## src/design/chd_pkg.sv

```systemverilog
`timescale 1ns / 1ps
// ----------------------------------------------------------------------------
// chd_pkg
// Shared types, constants and helpers for the chunked body decoder.
// ----------------------------------------------------------------------------
package chd_pkg;

  localparam int DEF_MAX_LINE_LEN = 64;
  localparam int DEF_SIZE_BITS    = 32;

  localparam logic [7:0] BYTE_CR = 8'h0D;
  localparam logic [7:0] BYTE_LF = 8'h0A;
  localparam logic [7:0] BYTE_SP = 8'h20;

  typedef enum logic [2:0] {
    PH_SIZE     = 3'd0,
    PH_DATA     = 3'd1,
    PH_CR       = 3'd2,
    PH_LF       = 3'd3,
    PH_DONE     = 3'd4,
    PH_ERR_SIZE = 3'd5,
    PH_ERR_LONG = 3'd6,
    PH_ERR_CRLF = 3'd7
  } phase_t;

  typedef enum logic [2:0] {
    ST_FRAME    = 3'd0,
    ST_PAYLOAD  = 3'd1,
    ST_COMPLETE = 3'd2,
    ST_BAD_SIZE = 3'd3,
    ST_TOO_LONG = 3'd4,
    ST_NO_CRLF  = 3'd5,
    ST_IGNORED  = 3'd6
  } status_t;

  typedef struct packed {
    status_t    status;
    logic [7:0] payload_byte;
    logic       chunk_last;
  } chd_result_t;

  // Returns {is_hex, nibble} for one ASCII byte.
  function automatic logic [4:0] hex_decode(input logic [7:0] b);
    logic [4:0] r;
    r = 5'd0;
    if (b >= 8'h30 && b <= 8'h39) begin
      r = {1'b1, 4'(b - 8'h30)};
    end else if (b >= 8'h61 && b <= 8'h66) begin
      r = {1'b1, 4'(b - 8'h57)};
    end else if (b >= 8'h41 && b <= 8'h46) begin
      r = {1'b1, 4'(b - 8'h37)};
    end
    return r;
  endfunction

endpackage

```

## src/design/chd_core.sv

```systemverilog
`timescale 1ns / 1ps
// ----------------------------------------------------------------------------
// chd_core
// Framing state and the per-byte decode step of the chunked body decoder.
// ----------------------------------------------------------------------------
module chd_core #(
  parameter int MAX_LINE_LEN = chd_pkg::DEF_MAX_LINE_LEN,
  parameter int SIZE_BITS    = chd_pkg::DEF_SIZE_BITS
) (
  input  logic                clk,
  input  logic                rst_n,
  input  logic                step_en,
  input  logic [7:0]          in_byte,
  output chd_pkg::chd_result_t result
);
  import chd_pkg::*;

  localparam int LCW = $clog2(MAX_LINE_LEN + 1);

  phase_t                 phase_r, phase_nxt;
  logic [SIZE_BITS-1:0]   chunk_length_r, chunk_length_nxt;
  logic [SIZE_BITS-1:0]   bytes_received_r, bytes_received_nxt;
  logic [LCW-1:0]         line_count_r, line_count_nxt;
  logic                   digit_seen_r, digit_seen_nxt;
  logic                   digits_stopped_r, digits_stopped_nxt;
  logic                   cr_pending_r, cr_pending_nxt;

  logic [4:0]             hex;
  logic                   too_long;
  logic                   line_end;
  logic                   size_ovf;
  logic                   digit_ok;
  logic [SIZE_BITS-1:0]   bytes_inc;
  logic                   last_data;

  assign hex       = hex_decode(in_byte);
  assign too_long  = (line_count_r == LCW'(MAX_LINE_LEN));
  assign line_end  = cr_pending_r && (in_byte == BYTE_LF);
  assign digit_ok  = !digits_stopped_r && hex[4];
  assign size_ovf  = digit_ok && (chunk_length_r[SIZE_BITS-1 -: 4] != 4'd0);
  assign bytes_inc = bytes_received_r + SIZE_BITS'(1);
  assign last_data = (bytes_inc == chunk_length_r);

  // Next phase.
  always_comb begin
    phase_nxt = phase_r;
    unique case (phase_r)
      PH_SIZE: begin
        if (too_long) begin
          phase_nxt = PH_ERR_LONG;
        end else if (line_end) begin
          if (!digit_seen_r) begin
            phase_nxt = PH_ERR_SIZE;
          end else begin
            phase_nxt = (chunk_length_r == '0) ? PH_CR : PH_DATA;
          end
        end else if (size_ovf) begin
          phase_nxt = PH_ERR_SIZE;
        end
      end
      PH_DATA: begin
        if (last_data) phase_nxt = PH_CR;
      end
      PH_CR: begin
        phase_nxt = (in_byte == BYTE_CR) ? PH_LF : PH_ERR_CRLF;
      end
      PH_LF: begin
        if (in_byte != BYTE_LF) begin
          phase_nxt = PH_ERR_CRLF;
        end else if (chunk_length_r == '0) begin
          phase_nxt = PH_DONE;
        end else begin
          phase_nxt = PH_SIZE;
        end
      end
      default: phase_nxt = phase_r;
    endcase
  end

  // Result item and datapath updates.
  always_comb begin
    result.status       = ST_FRAME;
    result.payload_byte = 8'd0;
    result.chunk_last   = 1'b0;
    chunk_length_nxt    = chunk_length_r;
    bytes_received_nxt  = bytes_received_r;
    line_count_nxt      = line_count_r;
    digit_seen_nxt      = digit_seen_r;
    digits_stopped_nxt  = digits_stopped_r;
    cr_pending_nxt      = cr_pending_r;
    unique case (phase_r)
      PH_SIZE: begin
        if (too_long) begin
          result.status = ST_TOO_LONG;
        end else if (line_end) begin
          if (!digit_seen_r) begin
            result.status = ST_BAD_SIZE;
          end else begin
            line_count_nxt     = '0;
            digit_seen_nxt     = 1'b0;
            digits_stopped_nxt = 1'b0;
            cr_pending_nxt     = 1'b0;
            bytes_received_nxt = '0;
          end
        end else begin
          line_count_nxt = line_count_r + LCW'(1);
          cr_pending_nxt = (in_byte == BYTE_CR);
          if (size_ovf) begin
            result.status = ST_BAD_SIZE;
          end else if (digit_ok) begin
            chunk_length_nxt = {chunk_length_r[SIZE_BITS-5:0], hex[3:0]};
            digit_seen_nxt   = 1'b1;
          end else if (!digits_stopped_r && !(in_byte == BYTE_SP && !digit_seen_r)) begin
            digits_stopped_nxt = 1'b1;
          end
        end
      end
      PH_DATA: begin
        result.status       = ST_PAYLOAD;
        result.payload_byte = in_byte;
        result.chunk_last   = last_data;
        bytes_received_nxt  = bytes_inc;
      end
      PH_CR: begin
        if (in_byte != BYTE_CR) result.status = ST_NO_CRLF;
      end
      PH_LF: begin
        if (in_byte != BYTE_LF) begin
          result.status = ST_NO_CRLF;
        end else if (chunk_length_r == '0) begin
          result.status = ST_COMPLETE;
        end else begin
          chunk_length_nxt   = '0;
          bytes_received_nxt = '0;
          line_count_nxt     = '0;
          digit_seen_nxt     = 1'b0;
          digits_stopped_nxt = 1'b0;
          cr_pending_nxt     = 1'b0;
        end
      end
      PH_DONE:     result.status = ST_IGNORED;
      PH_ERR_SIZE: result.status = ST_BAD_SIZE;
      PH_ERR_LONG: result.status = ST_TOO_LONG;
      default:     result.status = ST_NO_CRLF;
    endcase
  end

  always_ff @(posedge clk) begin
    if (!rst_n) begin
      phase_r          <= PH_SIZE;
      chunk_length_r   <= '0;
      bytes_received_r <= '0;
      line_count_r     <= '0;
      digit_seen_r     <= 1'b0;
      digits_stopped_r <= 1'b0;
      cr_pending_r     <= 1'b0;
    end else if (step_en) begin
      phase_r          <= phase_nxt;
      chunk_length_r   <= chunk_length_nxt;
      bytes_received_r <= bytes_received_nxt;
      line_count_r     <= line_count_nxt;
      digit_seen_r     <= digit_seen_nxt;
      digits_stopped_r <= digits_stopped_nxt;
      cr_pending_r     <= cr_pending_nxt;
    end
  end

  // Error and done phases never leave until reset.
  a_terminal_sticky: assert property (@(posedge clk) disable iff (!rst_n)
    (phase_r == PH_DONE || phase_r == PH_ERR_SIZE || phase_r == PH_ERR_LONG ||
     phase_r == PH_ERR_CRLF) |=> phase_r == $past(phase_r))
    else $error("terminal phase was left");

  // While forwarding payload the count stays below the chunk size.
  a_data_count: assert property (@(posedge clk) disable iff (!rst_n)
    phase_r == PH_DATA |-> bytes_received_r < chunk_length_r)
    else $error("payload count reached chunk size in data phase");

  // The size line counter never exceeds the line capacity.
  a_line_count: assert property (@(posedge clk) disable iff (!rst_n)
    line_count_r <= LCW'(MAX_LINE_LEN))
    else $error("size line counter overran capacity");

  // The size line state is clear whenever payload is being forwarded.
  a_digit_in_line: assert property (@(posedge clk) disable iff (!rst_n)
    (phase_r == PH_DATA) |-> (!digit_seen_r && line_count_r == '0))
    else $error("size line state not cleared before payload");

endmodule

```

## src/design/http_chunked_body_decoder.sv

```systemverilog
`timescale 1ns / 1ps
// ----------------------------------------------------------------------------
// http_chunked_body_decoder
// HTTP/1.1 chunked body decoder, one body byte in and one result item out.
// ----------------------------------------------------------------------------
// The block takes one byte of a chunked body per item and returns one result
// item per byte: a status code, the payload byte when the status is payload,
// and a flag on the last payload byte of each chunk. It sustains one item per
// clock cycle while out_ready is held high; an item passes an input register
// and then the result register, from which its result is presented.
// Ready follows out_ready combinationally through the two stages. Errors are
// sticky until reset, and after the body completes every further byte
// reports ignored.
module http_chunked_body_decoder #(
  parameter int MAX_LINE_LEN = chd_pkg::DEF_MAX_LINE_LEN,
  parameter int SIZE_BITS    = chd_pkg::DEF_SIZE_BITS
) (
  input  logic       clk,
  input  logic       rst_n,
  input  logic       in_valid,
  output logic       in_ready,
  input  logic [7:0] in_byte,
  output logic       out_valid,
  input  logic       out_ready,
  output logic [2:0] out_status,
  output logic [7:0] out_payload_byte,
  output logic       out_chunk_last
);
  import chd_pkg::*;

  logic        s1_valid_r, s1_valid_nxt;
  logic [7:0]  s1_byte_r;
  logic        out_valid_r, out_valid_nxt;
  chd_result_t out_r;
  chd_result_t step_res;
  logic        out_load;
  logic        s1_adv;
  logic        in_fire;

  assign out_load = !out_valid_r || out_ready;
  assign s1_adv   = s1_valid_r && out_load;
  assign in_ready = !s1_valid_r || out_load;
  assign in_fire  = in_valid && in_ready;

  assign s1_valid_nxt  = in_fire ? 1'b1 : (s1_adv ? 1'b0 : s1_valid_r);
  assign out_valid_nxt = s1_adv ? 1'b1 : (out_ready ? 1'b0 : out_valid_r);

  chd_core #(
    .MAX_LINE_LEN(MAX_LINE_LEN),
    .SIZE_BITS   (SIZE_BITS)
  ) u_core (
    .clk    (clk),
    .rst_n  (rst_n),
    .step_en(s1_adv),
    .in_byte(s1_byte_r),
    .result (step_res)
  );

  always_ff @(posedge clk) begin
    if (!rst_n) begin
      s1_valid_r  <= 1'b0;
      out_valid_r <= 1'b0;
    end else begin
      s1_valid_r  <= s1_valid_nxt;
      out_valid_r <= out_valid_nxt;
    end
  end

  always_ff @(posedge clk) begin
    if (in_fire) s1_byte_r <= in_byte;
    if (s1_adv) out_r <= step_res;
  end

  assign out_valid        = out_valid_r;
  assign out_status       = out_r.status;
  assign out_payload_byte = out_r.payload_byte;
  assign out_chunk_last   = out_r.chunk_last;

endmodule
```

## config.mk

```make
export PLATFORM = sky130hd
export DESIGN_NAME = http_chunked_body_decoder
export DESIGN_NICKNAME = d
export VERILOG_FILES = /design/src/design/chd_pkg.sv /design/src/design/chd_core.sv /design/src/design/http_chunked_body_decoder.sv
export SDC_FILE = /design/constraint.sdc
export NUM_CORES = 1
export LEC_CHECK = 0
export BUFFER_PORTS_ARGS = -buffer_cell sky130_fd_sc_hd__buf_2
export CORE_MARGIN = 2
export CORE_UTILIZATION = 45
export CTS_BUF_LIST = sky130_fd_sc_hd__clkbuf_4 sky130_fd_sc_hd__clkbuf_8
export DETAILED_ROUTE_END_ITERATION = 8
export PLACE_DENSITY_LB_ADDON = 0.15
export SLEW_MARGIN = 20
export SYNTH_ARGS = -nofsm -noshare
export SYNTH_HDL_FRONTEND = slang
export SYNTH_SLANG_ARGS = --single-unit
```

## constraint.sdc

```tcl
create_clock -name clk -period 4.9 [get_ports clk]
set_input_delay 0.49 -clock clk [delete_from_list [all_inputs] [get_ports clk]]
set_output_delay 0.49 -clock clk [all_outputs]
set_load 0.1 [all_outputs]
```

Yosys cells after proc, flatten, opt, wreduce, memory -nomap -nowiden. Cells that the tools add are included.

Input bits: 12. Logic and storage cells: 142. Output and inout bits: 14. Flip-flop bits (word level): 99.

Equality and inequality tests: 28. Add/subtract/negate cells: 5. $lt $le $gt $ge: 6. Mux-type cells: 59. Reduce and logical (&&, ||, !) cells: 31.

Operators by type and width (number): two-way mux 32 bit (9); one-hot mux 32 bit (3 select lines) (1); one-hot mux 32 bit (2 select lines) (1); two-way mux 3 bit (12); two-way mux 7 bit (5); adder 32 x 1 -> 32 bit, second input constant (1); == test 32 bit (1); zero test 32 bit (1); one-hot mux 3 bit (7 select lines) (1); two-way mux 1 bit (18); == test 8 x 4 -> 1 bit, second input constant (2); >= comparator 8 x 7 -> 1 bit, second input constant (2); <= comparator 8 x 7 -> 1 bit, second input constant (2); != test 8 x 4 -> 1 bit, second input constant (2); two-way mux 5 bit (3); one-hot mux 7 bit (2 select lines) (1); AND reduction 7 bit (2); one-hot mux 3 bit (4 select lines) (1); logical AND 1 bit (10); != test 2 bit, second input constant (5); == test 3 bit, second input constant (3); != test 3 x 2 -> 1 bit, second input constant (3); AND reduction 9 bit (1); == test 8 x 6 -> 1 bit, second input constant (1); 22 further kinds (41).

Logic depth before layout (Yosys ltp).
Depth after elaboration: 11. Depth in mapped cells: 12. Gate-level depth less buffers: 10.

Modules after synthesis. From an unflattened synthesis, not the netlist that was laid out.

Cell total of the unflattened synthesis: 705. Area total of the unflattened synthesis: 5844.4 um2.

Modules (own cells, without submodules): chd_core (seq. area each 1541.5 um2, instances 1, area an instance 5139.9 um2, cells an instance 676); http_chunked_body_decoder (seq. area each 640.6 um2, instances 1, area an instance 704.4 um2, cells an instance 29).

Worst setup path after synthesis. OpenSTA, ideal clock, no wires.

Path type: register to register. From: register u_core.bytes_received_r[0]. To: register u_core.phase_r[0]. Period minus slack after synthesis: 3284 ps. Required time: 4778 ps. Setup slack: 1616 ps. Data arrival time: 3162 ps. Stages on the path, launching flop included: 11. Buffers on the path: 2. Setup time: 122 ps. Cell sequence: dfxtp_1 > ha_1 > buf_6 > nand4_4 > or4_4 > buf_6 > or3_4 > or4_1 > a2111oi_2 > a21oi_1 > o311a_1.

Cells in the longest elaborated chain, start to end: 4.

Ends and longest elaborated chain: start: declaration (RTL line chd_core.sv:22) `logic [SIZE_BITS-1:0] bytes_received_r, bytes_received_nxt;`; start signal: assignment (RTL line chd_core.sv:160) `bytes_received_r <= bytes_received_nxt;`; adder 32 x 1 -> 32 bit (RTL line chd_core.sv:41) `assign bytes_inc = bytes_received_r + SIZE_BITS'(1);`; == test 32 bit (RTL line chd_core.sv:42) `assign last_data = (bytes_inc == chunk_length_r);`; != test 2 x 1 -> 1 bit (no line); AND reduction 4 bit (no line); end signal: assignment (RTL line chd_core.sv:158) `phase_r <= phase_nxt;`; end: declaration (RTL line chd_core.sv:20) `phase_t phase_r, phase_nxt;`.

No other way between the ends. A chain may end at the register's enable or synchronous reset.

Final worst setup path.
From: register s1_byte_r[4]. To: register u_core.bytes_received_r[5].

Cells in the longest elaborated chain, start to end: 4. Elaborated cells between the ends (all ways): 6. Those cells by class: eq/ne: 4; reduce/logical: 2.

Ends and longest elaborated chain: start: declaration (RTL line http_chunked_body_decoder.sv:32) `logic [7:0] s1_byte_r;`; start signal: assignment (RTL line http_chunked_body_decoder.sv:70) `if (in_fire) s1_byte_r <= in_byte;`; == test 8 x 4 -> 1 bit (RTL line chd_core.sv:38) `assign line_end = cr_pending_r && (in_byte == BYTE_LF);`; logical AND 1 bit (RTL line chd_core.sv:38); != test 2 x 1 -> 1 bit (no line); AND reduction 7 bit (no line) *.

Every way passes the cells marked *; elsewhere a longest branch is shown, timed or not.

==> impl_results.rst <==
.. list-table::
   :header-rows: 1

   * - Metric
     - Value
   * - Static leakage
     - ~0.0022 uW
   * - Capturing element type of the critical path
     - flip-flop
   * - DRC violations left
     - 0
   * - Mux cell area share after synthesis
     - less than 1%
   * - CP Launch Point
     - s1_byte_r[4]
   * - Synth Cell Area
     - 0.00601 mm^2
   * - Relative slew slack
     - 41.7%
   * - Area Overhead vs Synth
     - 6.67%
   * - Core area
     - 0.0131 mm^2
   * - Number of top-level pins
     - 26
   * - H-tree Lvls
     - 3
   * - HP Start
     - in_byte[0]
   * - DRC violation total after the first TritonRoute iteration
     - ~370
   * - Share of flip-flops with an asynchronous set or reset
     - 0%
   * - Clk sink count
     - 99
   * - Number of instances in the synthesized netlist
     - between 700 and 800
   * - Fillers
     - 1292
   * - Hold buffer count at CTS
     - 0
   * - Minimum clock period
     - approximately 3.8 ns
   * - Critical path peak fanout
     - 19
   * - Worst endpoint required time
     - 5.24 ns
   * - Number of antenna-violating nets in the routed design
     - 0
   * - Width of the die
     - between 100 and 150 um
   * - Starting utilization of the core area
     - between 40% and 50%
   * - Average instance area after synthesis
     - between 7 and 8 um^2
   * - Final setup violation count
     - 0
   * - Total vias in the final route
     - between 5000 and 6000
   * - Startpoint kind of the worst setup timing path
     - flip-flop
   * - Delay of the slowest cell on the worst path
     - between 0.6 and 0.7 ns
   * - Number of buffers and inverters on the critical path
     - 1
   * - Register bit count reported by yosys
     - 99
   * - Count of input and output buffers
     - 25
   * - Worst-case clock skew
     - ~0.011 ns
   * - Tot GR Track Use
     - about 22%
   * - Transition time at the pin with the least slew margin
     - 0.875 ns
   * - Share of the cycle needed by the critical path after routing
     - between 70% and 80%
   * - Count of unique library cells instantiated by Yosys
     - 66
   * - Pin count of the biggest net entering global routing
     - 74
   * - HPWL after detailed placement
     - ~11000 um
   * - Syn Nets
     - ~780
   * - Share of the synthesized area in compound gates (AO/OA/AOI/OAI)
     - between 10% and 20%
   * - Buffer levels on the longest clock path
     - 2
   * - Worst-skew pair later-pin latency
     - about 0.40 ns
   * - Post-CTS Setup Inserts
     - 0
   * - Power Total
     - approximately 1500 uW
   * - Hold violation count in the final report
     - 0
   * - Area enclosed by the die boundary
     - around 0.014 mm^2
   * - Post-CTS sizing
     - 0
   * - Maximum vdd drop
     - about 0.17 mV
   * - Worst hold-check path type
     - in -> reg
   * - Max-slew violation count
     - 0
   * - Ordered list of cells on the worst path
     - nor4_1 -> nand3_1 -> a221o_1 -> a2111o_1 -> inv_1 -> nand2_1 -> o41ai_1 -> and2_1
   * - Remaining Overflow, GRT
     - 0
   * - Die height
     - 120 um
   * - Capture instance of the worst register-to-register path
     - u_core.bytes_received_r[5]
   * - Wire length reported by the detailed router
     - 15500 um
   * - Number of optimization iterations in the first detailed-route pass
     - 5
   * - Number of clock buffers inserted by TritonCTS
     - 9
   * - Setup repair after global routing missed its margin
     - no
   * - EDFF count, synth
     - 20
   * - Clock tree from TritonCTS
     - yes
   * - Antenna cells
     - 0
   * - Wire per inst
     - between 15 and 20 um
   * - Startpoint of the worst register-to-register path
     - s1_byte_r[4]
   * - CP Capture Point
     - u_core.bytes_received_r[5]
   * - Kind of cell adding the most delay to the critical path
     - simple AND/OR/NAND/NOR gates
   * - Rows
     - 42
   * - Outcome
     - complete, no violations
   * - Clock transition at the register clock pins on the worst setup and hold paths after CTS
     - ~0.10 ns
   * - Placement Cell Area
     - 0.00618 mm^2
   * - Antenna violations before repair
     - 0
   * - Average via count per standard cell
     - a little under 6
   * - Worst reg2reg path depth
     - 8
   * - Root Buffer
     - sky130_fd_sc_hd__clkbuf_8
   * - MaxCap Viol Count
     - 0
   * - Number of global-route vias before repair
     - between 5000 and 6000
   * - Signal arrival time at the worst endpoint
     - 4.17 ns
   * - Cell Pwr Density
     - 227 mW/mm^2
   * - Critical Path Slowest Stage Cell
     - sky130_fd_sc_hd__a2111o_1
   * - Fin Setup TNS
     - 0 ns
   * - Main combinational cell family by area after synthesis
     - simple AND/OR/NAND/NOR gates
   * - Fraction of the mapped netlist area in adder cells
     - between 1 and 1.5%
   * - Most frequently used flop master after synthesis
     - sky130_fd_sc_hd__dfxtp_1
   * - Post-Synth Simple-Gate Area
     - about a third
   * - Worst path depth
     - 8
   * - Final standard cell area without fillers
     - ~0.0064 mm^2
   * - Upper clock frequency limit
     - between 200 and 300 MHz
   * - Reg-to-reg setup timing slack
     - around 1.1 ns
   * - Worst setup path category
     - reg -> reg
   * - Fraction of final layout cells with drive strength greater than 1
     - under 10%
   * - Global-route wire length before repair
     - approximately 26000 um
   * - Synthesized-area fraction occupied by xor and xnor cells
     - roughly 6.9%
   * - Portion of the post-synthesis area used by sequential elements
     - 36.3%
   * - Yosys warning total
     - 0
   * - Routability congestion estimate from global placement
     - 0.908
   * - Final net count
     - about 770
[stage by stage]
step | utilization (%) | setup WS (ns) | cells | hold slack, ns
CTS | 48.5 | 1.12 | 932 | 0.243
global route | 48.8 | 0.822 | 933 | 0.236
floorplan | - | 1.62 | 762 | 0.460
finish | 48.8 | 1.07 | 933 | 0.258
detailed placement | 47.0 | 1.13 | 916 | 0.481
global placement | 47.0 | 1.29 | 916 | 0.472
[sequential cells by signal, indices dropped and copies added, names as in the netlist]
| register | count |
|---|---|
| u_core.digit_seen_r | 1 |
| u_core.chunk_length_r | 32 |
| u_core.phase_r | 3 |
| out_status | 3 |
| s1_valid_r | 1 |
| s1_byte_r | 8 |
| out_valid | 1 |
| out_chunk_last | 1 |
| u_core.line_count_r | 7 |
| u_core.bytes_received_r | 32 |
| u_core.cr_pending_r | 1 |
| out_payload_byte | 8 |
| u_core.digits_stopped_r | 1 |
[cell usage after synthesis (3+ instances only)]
master                      n  share of area [%]
sky130_fd_sc_hd__a31oi_1    5               0.52
sky130_fd_sc_hd__a211oi_1   5               0.62
sky130_fd_sc_hd__xnor2_1   32                4.7
sky130_fd_sc_hd__and4_1     7                1.0
sky130_fd_sc_hd__nor4_1    21                2.2
sky130_fd_sc_hd__ha_1       7                1.5
sky130_fd_sc_hd__o41ai_1    5               0.73
sky130_fd_sc_hd__nor2_1    60                3.7
sky130_fd_sc_hd__or3_1      4               0.42
sky130_fd_sc_hd__o21a_1    10                1.2
sky130_fd_sc_hd__xor2_1    15                2.2
sky130_fd_sc_hd__nand2_1   96                6.0
sky130_fd_sc_hd__dfxtp_1   79                 26
sky130_fd_sc_hd__edfxtp_1  20                 10
sky130_fd_sc_hd__nor2b_1   12                1.2
sky130_fd_sc_hd__or4_1      9                1.1
sky130_fd_sc_hd__nand3b_1   6               0.75
sky130_fd_sc_hd__buf_1      5               0.31
sky130_fd_sc_hd__and3_1     8               0.83
sky130_fd_sc_hd__nand4_1   22                2.3
sky130_fd_sc_hd__and2_1    61                6.4
sky130_fd_sc_hd__nand2b_1   7               0.73
sky130_fd_sc_hd__inv_1     16                1.0
sky130_fd_sc_hd__clkbuf_1  42                2.6
sky130_fd_sc_hd__nand3_1   22                1.8
sky130_fd_sc_hd__o31ai_1   11                1.4
sky130_fd_sc_hd__a21oi_1   28                2.3
sky130_fd_sc_hd__nor3_1    20                1.7
sky130_fd_sc_hd__o21ai_0   72                6.0
sky130_fd_sc_hd__o211ai_1   3               0.37
sky130_fd_sc_hd__a21boi_0   7               0.87
sky130_fd_sc_hd__buf_6      3               0.56
[kinds of logic (layout without fill, tap and decap cells)]
family                   Yosys count  count (layout)
AO/OA/AOI/OAI                    168             168
XOR/XNOR                          47              47
AND/OR/NAND/NOR                  367             367
flip-flops                        99              99
buffers and inverters             70              65
multiplexers                       4               4
adder cells (fa/ha/maj)            7               7
[metal layers]
metal	track usage [%]	wire [um]	up-vias
met5	0	0	-
li1	-	-	2694
met2	35.0	7090	103
met3	4.09	513	34
met1	30.2	7410	2558
met4	10.7	516	0
[final cells by class]
class / count / area (um^2) / share of cell area (%)
multi-input combinational: 593 / 3540 / 55.3
sequential: 99 / 2180 / 34.1
tap: 176 / 220 / 3.44
timing repair buffer: 33 / 208 / 3.24
clock buffer: 9 / 124 / 1.93
clock inverter: 7 / 72.6 / 1.13
inverter: 16 / 60.1 / 0.937
[power by group]
group          switching, uW  leakage (uW)  internal (uW)  total (uW)
sequential              9.35      0.000832            840         850
combinational           58.1       0.00129           19.4        77.5
clock                    332     0.0000963            198         530
total                    399       0.00222           1060        1460
[how the worst min path moves through the flow]
| stage | to | depth (start not counted) | slack, ns |
|---|---|---|---|
| 4_1_cts | s1_byte_r[0] | 1 | 0.24 |
| 3_5_place_dp | u_core.cr_pending_r | 2 | 0.48 |
| 3_3_place_gp | u_core.cr_pending_r | 2 | 0.47 |
| 5_1_grt | s1_byte_r[6] | 1 | 0.24 |
| 2_1_floorplan | u_core.cr_pending_r | 2 | 0.46 |
| 6_report | s1_byte_r[0] | 1 | 0.26 |
[cell usage in the layout, fill, tap and decap left out, drive strengths merged, types with 8 or more instances in the layout]
master / instances
nand2: 96
dfxtp: 79
o21ai: 73
and2: 62
nor2: 60
buf: 33
xnor2: 32
a21oi: 28
nand4: 23
nand3: 22
nor4: 21
nor3: 20
edfxtp: 20
inv: 19
xor2: 15
nor2b: 12
o31ai: 11
o21a: 10
or4: 10
clkbuf: 9
and3: 8
(Power assumes the default switching activity.)
